`src/rtl/sptp_pkg.sv`:
```
// Package with the types, codes and tables shared by the picture-timing SEI parser.
`default_nettype none

package sptp_pkg;

  localparam int unsigned CfgIdxW  = 3;
  localparam int unsigned ShiftW   = 32;
  localparam int unsigned ValueW   = 33;

  typedef enum logic [CfgIdxW-1:0] {
    CFG_DELAYS_PRESENT = 3'd0,
    CFG_CPB_DELAY_BITS = 3'd1,
    CFG_DPB_DELAY_BITS = 3'd2,
    CFG_OFFSET_BITS    = 3'd3,
    CFG_STRUCT_PRESENT = 3'd4
  } cfg_reg_e;

  typedef enum logic [4:0] {
    FC_CPB_DELAY  = 5'd0,
    FC_DPB_DELAY  = 5'd1,
    FC_PIC_STRUCT = 5'd2,
    FC_TS_FLAG    = 5'd3,
    FC_CT_TYPE    = 5'd4,
    FC_NUIT       = 5'd5,
    FC_COUNTING   = 5'd6,
    FC_FULL       = 5'd7,
    FC_DISCONT    = 5'd8,
    FC_DROPPED    = 5'd9,
    FC_N_FRAMES   = 5'd10,
    FC_SEC        = 5'd11,
    FC_MIN        = 5'd12,
    FC_HOUR       = 5'd13,
    FC_SEC_FLAG   = 5'd14,
    FC_MIN_FLAG   = 5'd15,
    FC_HOUR_FLAG  = 5'd16,
    FC_OFFSET     = 5'd17,
    FC_NONE       = 5'd31
  } field_e;

  localparam logic [3:0] MaxPicStruct = 4'd8;
  localparam logic [4:0] MaxCounting  = 5'd6;
  localparam logic [5:0] MaxSecMin    = 6'd59;
  localparam logic [4:0] MaxHour      = 5'd23;

  typedef struct packed {
    logic       delays_present;
    logic [5:0] cpb_delay_bits;
    logic [5:0] dpb_delay_bits;
    logic [4:0] offset_bits;
    logic       struct_present;
  } cfg_t;

  typedef struct packed {
    logic                     valid;
    field_e                   code;
    logic signed [ValueW-1:0] value;
    logic [1:0]               stamp;
    logic                     range_error;
    logic                     message_done;
  } res_t;

  // Number of clock timestamps that follow each legal picture structure value.
  function automatic logic [1:0] clock_ts_count(input logic [3:0] struct_code);
    logic [1:0] cnt;
    unique case (struct_code)
      4'd0, 4'd1, 4'd2: cnt = 2'd1;
      4'd3, 4'd4, 4'd7: cnt = 2'd2;
      4'd5, 4'd6, 4'd8: cnt = 2'd3;
      default:          cnt = 2'd0;
    endcase
    return cnt;
  endfunction

  function automatic logic [5:0] clamp_len(input logic [5:0] n);
    logic [5:0] len;
    if (n == 6'd0) begin
      len = 6'd1;
    end else if (n > 6'd32) begin
      len = 6'd32;
    end else begin
      len = n;
    end
    return len;
  endfunction

  function automatic logic [5:0] field_len(input field_e code, input cfg_t cfg);
    logic [5:0] len;
    unique case (code)
      FC_CPB_DELAY:     len = clamp_len(cfg.cpb_delay_bits);
      FC_DPB_DELAY:     len = clamp_len(cfg.dpb_delay_bits);
      FC_PIC_STRUCT:    len = 6'd4;
      FC_CT_TYPE:       len = 6'd2;
      FC_COUNTING:      len = 6'd5;
      FC_N_FRAMES:      len = 6'd8;
      FC_SEC, FC_MIN:   len = 6'd6;
      FC_HOUR:          len = 6'd5;
      FC_OFFSET:        len = {1'b0, cfg.offset_bits};
      default:          len = 6'd1;
    endcase
    return len;
  endfunction

endpackage

`default_nettype wire

```
`src/rtl/sptp_if.sv`:
```
// Handshake interfaces for the bit input, field result and register write channels.
`default_nettype none

interface sptp_bit_if;
  logic valid;
  logic ready;
  logic payload_bit;
  logic start_req;

  modport source (output valid, output payload_bit, output start_req, input ready);
  modport sink   (input valid, input payload_bit, input start_req, output ready);
endinterface

interface sptp_field_if;
  logic               valid;
  logic               ready;
  logic [4:0]         field_code;
  logic signed [32:0] field_value;
  logic [1:0]         stamp_index;
  logic               range_error;
  logic               message_done;

  modport source (output valid, output field_code, output field_value, output stamp_index,
                  output range_error, output message_done, input ready);
  modport sink   (input valid, input field_code, input field_value, input stamp_index,
                  input range_error, input message_done, output ready);
endinterface

interface sptp_cfg_if;
  logic       valid;
  logic       ready;
  logic [2:0] index;
  logic [5:0] data;

  modport source (output valid, output index, output data, input ready);
  modport sink   (input valid, input index, input data, output ready);
endinterface

`default_nettype wire

```
`src/rtl/sptp_cfg_regs.sv`:
```
// Configuration register file of the parser, written through the register write channel.
`default_nettype none

module sptp_cfg_regs
  import sptp_pkg::*;
(
  input  wire logic   clk_i,
  input  wire logic   rst_ni,
  sptp_cfg_if.sink    cfg_ch,
  output cfg_t        cfg_o
);

  cfg_t cfg_q;

  assign cfg_ch.ready = 1'b1;
  assign cfg_o        = cfg_q;

  always_ff @(posedge clk_i or negedge rst_ni) begin
    if (!rst_ni) begin
      cfg_q.delays_present <= 1'b0;
      cfg_q.cpb_delay_bits <= 6'd24;
      cfg_q.dpb_delay_bits <= 6'd24;
      cfg_q.offset_bits    <= 5'd24;
      cfg_q.struct_present <= 1'b0;
    end else if (cfg_ch.valid) begin
      unique case (cfg_ch.index)
        CFG_DELAYS_PRESENT: cfg_q.delays_present <= cfg_ch.data[0];
        CFG_CPB_DELAY_BITS: cfg_q.cpb_delay_bits <= cfg_ch.data;
        CFG_DPB_DELAY_BITS: cfg_q.dpb_delay_bits <= cfg_ch.data;
        CFG_OFFSET_BITS:    cfg_q.offset_bits    <= cfg_ch.data[4:0];
        CFG_STRUCT_PRESENT: cfg_q.struct_present <= cfg_ch.data[0];
        default: ;
      endcase
    end
  end

endmodule

`default_nettype wire

```
`src/rtl/sptp_parser.sv`:
```
// Field sequencer and value shifter that turn one payload bit per step into field results.
`default_nettype none

module sptp_parser
  import sptp_pkg::*;
(
  input  wire logic clk_i,
  input  wire logic rst_ni,
  input  wire logic step_i,
  input  wire logic bit_i,
  input  wire logic start_i,
  input  cfg_t      cfg_i,
  output res_t      res_o
);

  field_e              phase_q, phase_d;
  logic [5:0]          bits_q, bits_d;
  logic [ShiftW-1:0]   shift_q, shift_d;
  logic [1:0]          sn_q, sn_d;
  logic [1:0]          st_q, st_d;
  logic                fs_q, fs_d;

  logic                skip;
  logic [ShiftW-1:0]   v;
  logic [4:0]          sign_pos;
  logic                err;
  field_e              nxt;
  logic [ValueW-1:0]   val;

  always_comb begin
    phase_d  = phase_q;
    bits_d   = bits_q;
    shift_d  = shift_q;
    sn_d     = sn_q;
    st_d     = st_q;
    fs_d     = fs_q;
    skip     = 1'b0;
    err      = 1'b0;
    nxt      = FC_NONE;
    v        = '0;
    val      = '0;
    sign_pos = cfg_i.offset_bits - 5'd1;
    res_o    = '0;

    if (start_i) begin
      sn_d    = '0;
      st_d    = '0;
      fs_d    = 1'b0;
      shift_d = '0;
      if (cfg_i.delays_present) begin
        phase_d = FC_CPB_DELAY;
        bits_d  = field_len(FC_CPB_DELAY, cfg_i);
      end else if (cfg_i.struct_present) begin
        phase_d = FC_PIC_STRUCT;
        bits_d  = field_len(FC_PIC_STRUCT, cfg_i);
      end else begin
        phase_d = FC_NONE;
        bits_d  = '0;
        skip    = 1'b1;
      end
    end

    if (!skip && phase_d <= FC_OFFSET && bits_d != 6'd0) begin
      shift_d = {shift_d[ShiftW-2:0], bit_i};
      bits_d  = bits_d - 6'd1;
      if (bits_d == 6'd0) begin
        v   = shift_d;
        val = {1'b0, v};
        if (phase_d == FC_OFFSET && cfg_i.offset_bits != 5'd0 && v[sign_pos]) begin
          val = val | ({ValueW{1'b1}} << cfg_i.offset_bits);
        end
        res_o.valid = 1'b1;
        res_o.code  = phase_d;
        res_o.value = $signed(val);
        res_o.stamp = (phase_d >= FC_TS_FLAG) ? sn_d : 2'd0;

        // Pick the next field; the timestamp count moves on where a stamp ends.
        unique case (phase_d)
          FC_CPB_DELAY: nxt = FC_DPB_DELAY;
          FC_DPB_DELAY: nxt = cfg_i.struct_present ? FC_PIC_STRUCT : FC_NONE;
          FC_PIC_STRUCT: begin
            if (v > ShiftW'(MaxPicStruct)) begin
              err = 1'b1;
            end else begin
              st_d = clock_ts_count(v[3:0]);
              sn_d = '0;
              nxt  = FC_TS_FLAG;
            end
          end
          FC_TS_FLAG: begin
            if (v != '0) begin
              nxt = FC_CT_TYPE;
            end else begin
              sn_d = sn_d + 2'd1;
              nxt  = (sn_d < st_d) ? FC_TS_FLAG : FC_NONE;
            end
          end
          FC_CT_TYPE: nxt = FC_NUIT;
          FC_NUIT:    nxt = FC_COUNTING;
          FC_COUNTING: begin
            if (v > ShiftW'(MaxCounting)) begin
              err = 1'b1;
            end else begin
              nxt = FC_FULL;
            end
          end
          FC_FULL: begin
            fs_d = v[0];
            nxt  = FC_DISCONT;
          end
          FC_DISCONT:  nxt = FC_DROPPED;
          FC_DROPPED:  nxt = FC_N_FRAMES;
          FC_N_FRAMES: nxt = fs_d ? FC_SEC : FC_SEC_FLAG;
          FC_SEC: begin
            if (v > ShiftW'(MaxSecMin)) begin
              err = 1'b1;
            end else begin
              nxt = fs_d ? FC_MIN : FC_MIN_FLAG;
            end
          end
          FC_MIN: begin
            if (v > ShiftW'(MaxSecMin)) begin
              err = 1'b1;
            end else begin
              nxt = fs_d ? FC_HOUR : FC_HOUR_FLAG;
            end
          end
          FC_HOUR, FC_SEC_FLAG, FC_MIN_FLAG, FC_HOUR_FLAG, FC_OFFSET: begin
            if (phase_d == FC_HOUR && v > ShiftW'(MaxHour)) begin
              err = 1'b1;
            end else if (phase_d == FC_SEC_FLAG && v != '0) begin
              nxt = FC_SEC;
            end else if (phase_d == FC_MIN_FLAG && v != '0) begin
              nxt = FC_MIN;
            end else if (phase_d == FC_HOUR_FLAG && v != '0) begin
              nxt = FC_HOUR;
            end else if (phase_d != FC_OFFSET && cfg_i.offset_bits != 5'd0) begin
              nxt = FC_OFFSET;
            end else begin
              sn_d = sn_d + 2'd1;
              nxt  = (sn_d < st_d) ? FC_TS_FLAG : FC_NONE;
            end
          end
          default: nxt = FC_NONE;
        endcase

        res_o.range_error  = err;
        res_o.message_done = !err && (nxt == FC_NONE);
        if (err || nxt == FC_NONE) begin
          phase_d = FC_NONE;
          bits_d  = '0;
          shift_d = '0;
        end else begin
          phase_d = nxt;
          bits_d  = field_len(nxt, cfg_i);
          shift_d = '0;
        end
      end
    end

    res_o.valid = res_o.valid & step_i;
  end

  always_ff @(posedge clk_i or negedge rst_ni) begin
    if (!rst_ni) begin
      phase_q <= FC_NONE;
      bits_q  <= '0;
      shift_q <= '0;
      sn_q    <= '0;
      st_q    <= '0;
      fs_q    <= 1'b0;
    end else if (step_i) begin
      phase_q <= phase_d;
      bits_q  <= bits_d;
      shift_q <= shift_d;
      sn_q    <= sn_d;
      st_q    <= st_d;
      fs_q    <= fs_d;
    end
  end

endmodule

`default_nettype wire

```
`src/rtl/sei_pic_timing_parser_unit.sv`:
```
// Top level of the picture-timing SEI parser: input register, parser and result register.
// A field result is registered when the parser takes its last bit from the input register.
// Throughput: one payload bit per cycle unless a held result register stalls the input.
// A full result register that is not taken stalls the input register and then the input.
// Reset clears the parser to idle, empties both registers and loads register defaults.
`default_nettype none

module sei_pic_timing_parser_unit
  import sptp_pkg::*;
(
  input  wire logic    clk_i,
  input  wire logic    rst_ni,
  sptp_bit_if.sink     in_ch,
  sptp_field_if.source out_ch,
  sptp_cfg_if.sink     cfg_ch
);

  cfg_t cfg;
  res_t res;

  logic in_v_q;
  logic in_bit_q;
  logic in_start_q;
  logic advance;
  logic in_ready;

  logic               out_v_q;
  logic [4:0]         code_q;
  logic signed [32:0] value_q;
  logic [1:0]         stamp_q;
  logic               err_q;
  logic               done_q;

  assign advance     = in_v_q && (!out_v_q || out_ch.ready);
  assign in_ready    = !in_v_q || advance;
  assign in_ch.ready = in_ready;

  sptp_cfg_regs u_cfg_regs (
    .clk_i  (clk_i),
    .rst_ni (rst_ni),
    .cfg_ch (cfg_ch),
    .cfg_o  (cfg)
  );

  sptp_parser u_parser (
    .clk_i   (clk_i),
    .rst_ni  (rst_ni),
    .step_i  (advance),
    .bit_i   (in_bit_q),
    .start_i (in_start_q),
    .cfg_i   (cfg),
    .res_o   (res)
  );

  always_ff @(posedge clk_i or negedge rst_ni) begin
    if (!rst_ni) begin
      in_v_q  <= 1'b0;
      out_v_q <= 1'b0;
    end else begin
      if (in_ch.valid && in_ready) begin
        in_v_q <= 1'b1;
      end else if (advance) begin
        in_v_q <= 1'b0;
      end
      if (res.valid) begin
        out_v_q <= 1'b1;
      end else if (out_ch.ready) begin
        out_v_q <= 1'b0;
      end
    end
  end

  always_ff @(posedge clk_i) begin
    if (in_ch.valid && in_ready) begin
      in_bit_q   <= in_ch.payload_bit;
      in_start_q <= in_ch.start_req;
    end
    if (res.valid) begin
      code_q  <= res.code;
      value_q <= res.value;
      stamp_q <= res.stamp;
      err_q   <= res.range_error;
      done_q  <= res.message_done;
    end
  end

  assign out_ch.valid        = out_v_q;
  assign out_ch.field_code   = code_q;
  assign out_ch.field_value  = value_q;
  assign out_ch.stamp_index  = stamp_q;
  assign out_ch.range_error  = err_q;
  assign out_ch.message_done = done_q;

`ifndef SYNTH
  a_no_err_and_done: assert property (@(posedge clk_i) disable iff (!rst_ni)
    out_v_q |-> !(err_q && done_q))
    else $error("result flags both an error and the end of the payload");

  a_err_code: assert property (@(posedge clk_i) disable iff (!rst_ni)
    (out_v_q && err_q) |-> (code_q == FC_PIC_STRUCT || code_q == FC_COUNTING ||
                            code_q == FC_SEC || code_q == FC_MIN || code_q == FC_HOUR))
    else $error("range error on a field that has no range check");

  a_stamp_zero: assert property (@(posedge clk_i) disable iff (!rst_ni)
    (out_v_q && code_q < FC_TS_FLAG) |-> (stamp_q == 2'd0))
    else $error("stamp index set on a field outside the timestamps");

  a_no_overwrite: assert property (@(posedge clk_i) disable iff (!rst_ni)
    (out_v_q && !out_ch.ready) |-> !res.valid)
    else $error("new result while the result register is held");
`endif

endmodule

`default_nettype wire
```
`src/flat_wrapper.sv`:
```
// flat-port wrapper written by rule: the top's interface ports become plain ports
module sei_pic_timing_parser_unit_flat import sptp_pkg::*;
  (clk_i, rst_ni, in_ch_valid, in_ch_payload_bit, in_ch_start_req, in_ch_ready, out_ch_valid, out_ch_field_code, out_ch_field_value, out_ch_stamp_index, out_ch_range_error, out_ch_message_done, out_ch_ready, cfg_ch_valid, cfg_ch_index, cfg_ch_data, cfg_ch_ready);
  sptp_bit_if in_ch_i ();
  sptp_field_if out_ch_i ();
  sptp_cfg_if cfg_ch_i ();
  input  wire logic clk_i;
  input  wire logic rst_ni;
  input wire logic [$bits(in_ch_i.valid)-1:0] in_ch_valid;
  input wire logic [$bits(in_ch_i.payload_bit)-1:0] in_ch_payload_bit;
  input wire logic [$bits(in_ch_i.start_req)-1:0] in_ch_start_req;
  output wire logic [$bits(in_ch_i.ready)-1:0] in_ch_ready;
  output wire logic [$bits(out_ch_i.valid)-1:0] out_ch_valid;
  output wire logic [$bits(out_ch_i.field_code)-1:0] out_ch_field_code;
  output wire logic [$bits(out_ch_i.field_value)-1:0] out_ch_field_value;
  output wire logic [$bits(out_ch_i.stamp_index)-1:0] out_ch_stamp_index;
  output wire logic [$bits(out_ch_i.range_error)-1:0] out_ch_range_error;
  output wire logic [$bits(out_ch_i.message_done)-1:0] out_ch_message_done;
  input wire logic [$bits(out_ch_i.ready)-1:0] out_ch_ready;
  input wire logic [$bits(cfg_ch_i.valid)-1:0] cfg_ch_valid;
  input wire logic [$bits(cfg_ch_i.index)-1:0] cfg_ch_index;
  input wire logic [$bits(cfg_ch_i.data)-1:0] cfg_ch_data;
  output wire logic [$bits(cfg_ch_i.ready)-1:0] cfg_ch_ready;
  assign in_ch_i.valid = in_ch_valid;
  assign in_ch_i.payload_bit = in_ch_payload_bit;
  assign in_ch_i.start_req = in_ch_start_req;
  assign in_ch_ready = in_ch_i.ready;
  assign out_ch_valid = out_ch_i.valid;
  assign out_ch_field_code = out_ch_i.field_code;
  assign out_ch_field_value = out_ch_i.field_value;
  assign out_ch_stamp_index = out_ch_i.stamp_index;
  assign out_ch_range_error = out_ch_i.range_error;
  assign out_ch_message_done = out_ch_i.message_done;
  assign out_ch_i.ready = out_ch_ready;
  assign cfg_ch_i.valid = cfg_ch_valid;
  assign cfg_ch_i.index = cfg_ch_index;
  assign cfg_ch_i.data = cfg_ch_data;
  assign cfg_ch_ready = cfg_ch_i.ready;
  sei_pic_timing_parser_unit u_core (.clk_i(clk_i), .rst_ni(rst_ni), .in_ch(in_ch_i), .out_ch(out_ch_i), .cfg_ch(cfg_ch_i));
endmodule
```
`config.mk`:
```
export PLATFORM = sky130hd
export DESIGN_NAME = sei_pic_timing_parser_unit_flat
export DESIGN_NICKNAME = d
export VERILOG_FILES = /design/src/rtl/sptp_pkg.sv /design/src/rtl/sptp_if.sv /design/src/rtl/sptp_cfg_regs.sv /design/src/rtl/sptp_parser.sv /design/src/rtl/sei_pic_timing_parser_unit.sv /design/src/flat_wrapper.sv
export SDC_FILE = /design/constraint.sdc
export NUM_CORES = 1
export LEC_CHECK = 0
export BUFFER_PORTS_ARGS = -buffer_cell sky130_fd_sc_hd__buf_2
export CAP_MARGIN = 5
export CORE_UTILIZATION = 58
export DETAILED_ROUTE_END_ITERATION = 7
export PLACE_DENSITY = 0.78
export SETUP_SLACK_MARGIN = 0.2
export SYNTH_ARGS = -nofsm -noshare
export SYNTH_HDL_FRONTEND = slang
export SYNTH_SLANG_ARGS = --single-unit
```
`constraint.sdc`:
```
create_clock -name clk_i -period 9.15 [get_ports clk_i]
set_clock_uncertainty 0.05 [all_clocks]
set_input_delay 0.4575 -clock clk_i [delete_from_list [all_inputs] [get_ports clk_i]]
set_output_delay 0.4575 -clock clk_i [all_outputs]
set_load 0.01 [all_outputs]
```
### Word level (Yosys, flattened, before mapping)

Memory sizes are Yosys's and may differ from the RTL's.
Index checks and enable logic that the tools add are counted.

* register bits after elaboration: 112
* ROM bits: 32
* input bits: 16
* word-level logic and storage cells: 189
* memories: 1

Memories
* (name not given): words 16, bits a word 2, rd ports 1, clocked after memory_dff 0, wr ports 0, RTL line sptp_pkg.sv:65 `unique case (struct_code)`

* add/sub/neg operators: 3
* magnitude comparators: 10
* equality and inequality tests: 32
* shifts and indexed selects: 1
* multiplexer cells: 77
* bitwise logic cells: 2
* reduce and logical (&&, ||, !) cells: 42

Operator list (number)
* 5-bit 2-to-1 mux: 20
* 31-bit 2-to-1 mux: 3
* 43-bit 2-to-1 mux: 2
* 5-bit case mux with 14 select lines: 1
* 5-bit by 4-bit equality test with 1-bit output (second input constant): 12
* 6-bit 2-to-1 mux: 9
* 6-bit case mux with 8 select lines: 1
* 2-bit 2-to-1 mux: 17
* 33-bit 2-to-1 mux: 1
* 32-bit by 33-bit OR with 33-bit output: 1
* 33-bit by 5-bit << shifter with 33-bit output (first input constant): 1
* 32-bit by 3-bit greater-than comparator with 1-bit output (second input constant): 1
* 32-bit by 4-bit greater-than comparator with 1-bit output (second input constant): 1
* 32-bit by 5-bit greater-than comparator with 1-bit output (second input constant): 1
* 32-bit by 6-bit greater-than comparator with 1-bit output (second input constant): 1
* 32-bit nonzero test: 1
* 5-bit by 3-bit equality test with 1-bit output (second input constant): 6
* 5-bit equality test (second input constant): 4
* 6-bit zero test: 3
* 1-bit 2-to-1 mux: 18
* 5-bit by 2-bit equality test with 1-bit output (second input constant): 3
* 6-bit greater-than comparator (second input constant): 2
* 1-bit logical AND: 12
* 2-bit AND reduction: 6
* other kinds (27): 40

### Logic depth before layout (Yosys ltp)

* depth in word-level cells: 19
* gate-level depth with buffers: 19
* mapped depth without buffers: 13

### Modules after synthesis

Synthesis repeated with hierarchy kept, for this count alone.

* cell total of the unflattened synthesis: 739
* area total of the unflattened synthesis: 7350.8 um2

By module, submodules not included
* sptp_parser: times used 1, cells an instance 640, area an instance 5094.9 um2, sequential area each 1182.4 um2
* sei_pic_timing_parser_unit: times used 1, cells an instance 52, area an instance 1425.1 um2, sequential area each 1371.3 um2
* sptp_cfg_regs: times used 1, cells an instance 47, area an instance 830.8 um2, sequential area each 483.0 um2

### Worst setup path before layout

OpenSTA, ideal clock, no wires.

* path kind: register to register
* start: reg u_core.in_start_q
* end: reg u_core.code_q[0] (netlist: u_core.out_ch.field_code[0]) (enable)
* library setup time: 0.442 ns
* arrival time: 4.545 ns
* data required time: 8.658 ns
* setup slack: 4.113 ns
* cell stages (with the launch flop): 15
* buffers on the path: 6
* cells stage by stage: edfxtp_1 > buf_4 > buf_2 > buf_2 > buf_2 > a31o_2 > inv_1 > ha_1 > xnor2_1 > nand4_1 > a21oi_1 > nand2_1 > clkbuf_1 > buf_1 > nor2_1

RTL lines
* start: declaration: RTL line sei_pic_timing_parser_unit.sv:23 `logic in_start_q;`
* start signal: assignment: RTL line sei_pic_timing_parser_unit.sv:76 `in_start_q <= in_ch.start_req;`
* end signal: assignment: RTL line sei_pic_timing_parser_unit.sv:79 `code_q <= res.code;`
* end: declaration: RTL line sei_pic_timing_parser_unit.sv:28 `logic [4:0] code_q;`

==> metrics <==
outcome finished, violations left; failing checks DRC; Pre-antenna DRT Iters 8; global router's overall resource usage 34.3%; fraction of layout cells with a size suffix above 1 17.9%; Final setup violation count 0; global placer's final weighted congestion 0.957; TritonCTS clock tree yes; first-pass GRT wire length 32900 um; Max Transition Viols Final 0; Iter 0 DRT Violations 652; Mapped Cells 751; worst-path fanout max 42; Critical Path, Cell by Cell buf_4 > buf_4 > inv_1 > buf_4 > a21oi_1 > nand4_1 > a21oi_1 > nand2_1 > nor2_4; initial antenna violation count 0; multi-input logic area 0.00364 mm2; total power 1.69 mW; fin worst setup slack 4810 ps; Place WS 4830 ps; detailed-route vias per instance 6.88; clock buffer depth 2; Placed Cells 905; clock-pin transition on the worst setup and hold timing paths 70 ps; FMAX 230 MHz; Num Clock Sinks 112; CTS HTree Levels 3; CP Capture Type flip-flop; root buf cell clkbuf_16; Leakage 2.83 nW; Period minus WS final 4340 ps; Critical Path Slowest Stage Cell nor2_4; EDFF count, synth 44; drt wl/cell 22.2 um; gr ovfl total 0; WL final 20500 um; Starting Density 60.2%; relative slew slack 22.3%; die area 0.0124 mm2; Post-synth ARST share 60.7%; max cap viols 0; post-synth top area share 20.5%; Synth Flop Type dfrtp_1; Critical Path RT 9080 ps; hpwl dp 14100 um; crit path DAT 4270 ps; via count 6335; hold buffers post-CTS 0; # DRC 4; largest net degree at the start of global routing 69; PostCTS Resize Cnt 0; ANT cells 0; port bufs 59; total nets after synthesis 776; RSZ-0062 raised after global routing false; setup bufs post-CTS 0; Commonest cells post-synth nand2_1, nor2_1, dfrtp_1; fillers 959; pwr/cell area 223 mW/mm2; Hold Path Class in2reg; vias in the first global route 5978; CTS buffer count 9; Tcrit/Tclk final 47.5%; worst setup path class reg2reg; actual slew at the worst max-slew pin 1160 ps; core area 0.0116 mm2; most frequent CP cell buf_4; leading area contributor after synthesis dfrtp_1; IO Pins 61; Synth Cell Area 0.00696 mm2; count leader, synth nand2_1; Final Hold Viols 0; Post-Syn Area per Cell 9.27 um2; Layout Utilization 65.4%; Die X-Extent 112 um; register area 0.00304 mm2; startpoint types flip-flop; Final Non-Filler Cells 921; Setup TNS 0 ps; post-synthesis sequential area ratio 43.6%; Peak VDD IR 0.157 mV; Synth area leaders dfrtp_1, edfxtp_1, nand2_1; Netlist cell types 83; die height 112 um; Yosys reg bits 112; yosys synthesis warning count 0; CP peak stage delay 920 ps; Synth-to-Final Area Change 8.67%; worst skew pair latency 370 ps; Cell Rows 39; Final ANT Viol Nets 0; Final #Nets 798
## through the flow
| step | area [um2] | hold slack (ps) |
|---|---|---|
| after CTS | 7560 | 217 |
| after floorplan | 6960 | 112 |
| final | 7560 | 224 |
| after detailed placement | 7290 | 437 |
| after global routing | 7560 | 221 |
| after global placement | 7290 | 419 |
## layer usage
metal / up-vias / global-route usage, % / wire [um]
li1: 2868 / - / -
met4: 0 / 13.2 / 544
met2: 376 / 52.9 / 9490
met3: 51 / 7.24 / 1790
met5: - / 0 / 0
met1: 3040 / 47.8 / 8660
## layout by cell type, fill, tap and decap left out, drive strengths merged, types with 5 or more instances in the layout
cell type / count
a31o: 6
nand2: 82
o211ai: 8
or3: 10
buf: 68
nor4: 12
dfstp: 11
nor3: 15
a21oi: 53
nand3: 17
nand2b: 10
a22oi: 34
ha: 9
o22ai: 6
a211oi: 5
a21o: 12
o21ai: 68
nor4b: 5
mux2i: 5
nor2b: 9
mux2: 17
clkbuf: 10
and3b: 5
a22o: 9
nand4: 7
a2111oi: 6
dfrtp: 57
o311ai: 5
inv: 20
nor2: 58
and2: 5
and3: 6
clkinv: 5
mux4: 7
edfxtp: 44
or2: 8
## final timing paths
kind / slack [ps] / end / depth (start not counted) / from
hold reg to reg: 470 / u_core.u_parser.bits_q[5] / 2 / u_core.u_parser.bits_q[5]
min in group asynchronous: 230 / u_core.u_cfg_regs.cfg_o[6] / 2 / rst_ni
hold / removal: 220 / u_core.in_start_q / 1 / in_ch_start_req
setup reg to reg: 4810 / u_core.out_ch.field_code[2] / 9 / u_core.in_start_q
setup / recovery: 4810 / u_core.out_ch.field_code[2] / 9 / u_core.in_start_q
max in group asynchronous: 8200 / u_core.u_parser.sn_q[1] / 2 / rst_ni
## flip-flops by register name (all words and copies together), names as in the netlist
signal	cells
u_core.u_parser.bits_q	6
u_core.u_parser.sn_q	2
u_core.u_parser.st_q	2
u_core.in_start_q	1
u_core.out_ch.stamp_index	2
u_core.u_parser.shift_q	31
u_core.in_v_q	1
u_core.out_ch.range_error	1
u_core.out_ch.message_done	1
u_core.u_parser.phase_q	5
u_core.u_cfg_regs.cfg_o	19
u_core.in_bit_q	1
u_core.out_ch.field_code	5
u_core.u_parser.fs_q	1
u_core.out_ch.field_value	33
u_core.out_ch.valid	1
## cell type report
class                      instances  area share, %
sequential                       112           40.2
tap                              143           2.37
clock buffer                      10           3.03
clock inverter                     6          0.612
multi-input combinational        563           48.1
timing repair buffer              68           4.80
inverter                          19          0.943
## kinds of logic after synthesis
group,count (synthesis),synth area share (%)
flip-flops,112,43.6
AO/OA/AOI/OAI,251,24.0
XOR/XNOR,5,0.629
other,1,0.0539
multiplexers,29,5.74
AND/OR/NAND/NOR,268,19.9
buffers and inverters,76,4.37
adder cells (fa/ha/maj),9,1.62
## power by group
group          internal (mW)  switching [mW]  leakage [nW]
sequential             0.596           0.114          1.26
combinational          0.207           0.393          1.44
clock                  0.187           0.189         0.136
total                  0.989           0.696          2.83
## worst max-delay path, delay by kind of cell (launching register included)
kind	cells	cell delay [ps]
AND/OR/NAND/NOR	3	1280
AO/OA/AOI/OAI	2	1040
buffers and inverters	4	1190
flip-flops	1	330
No activity file was read; power rests on OpenSTA's default activity.
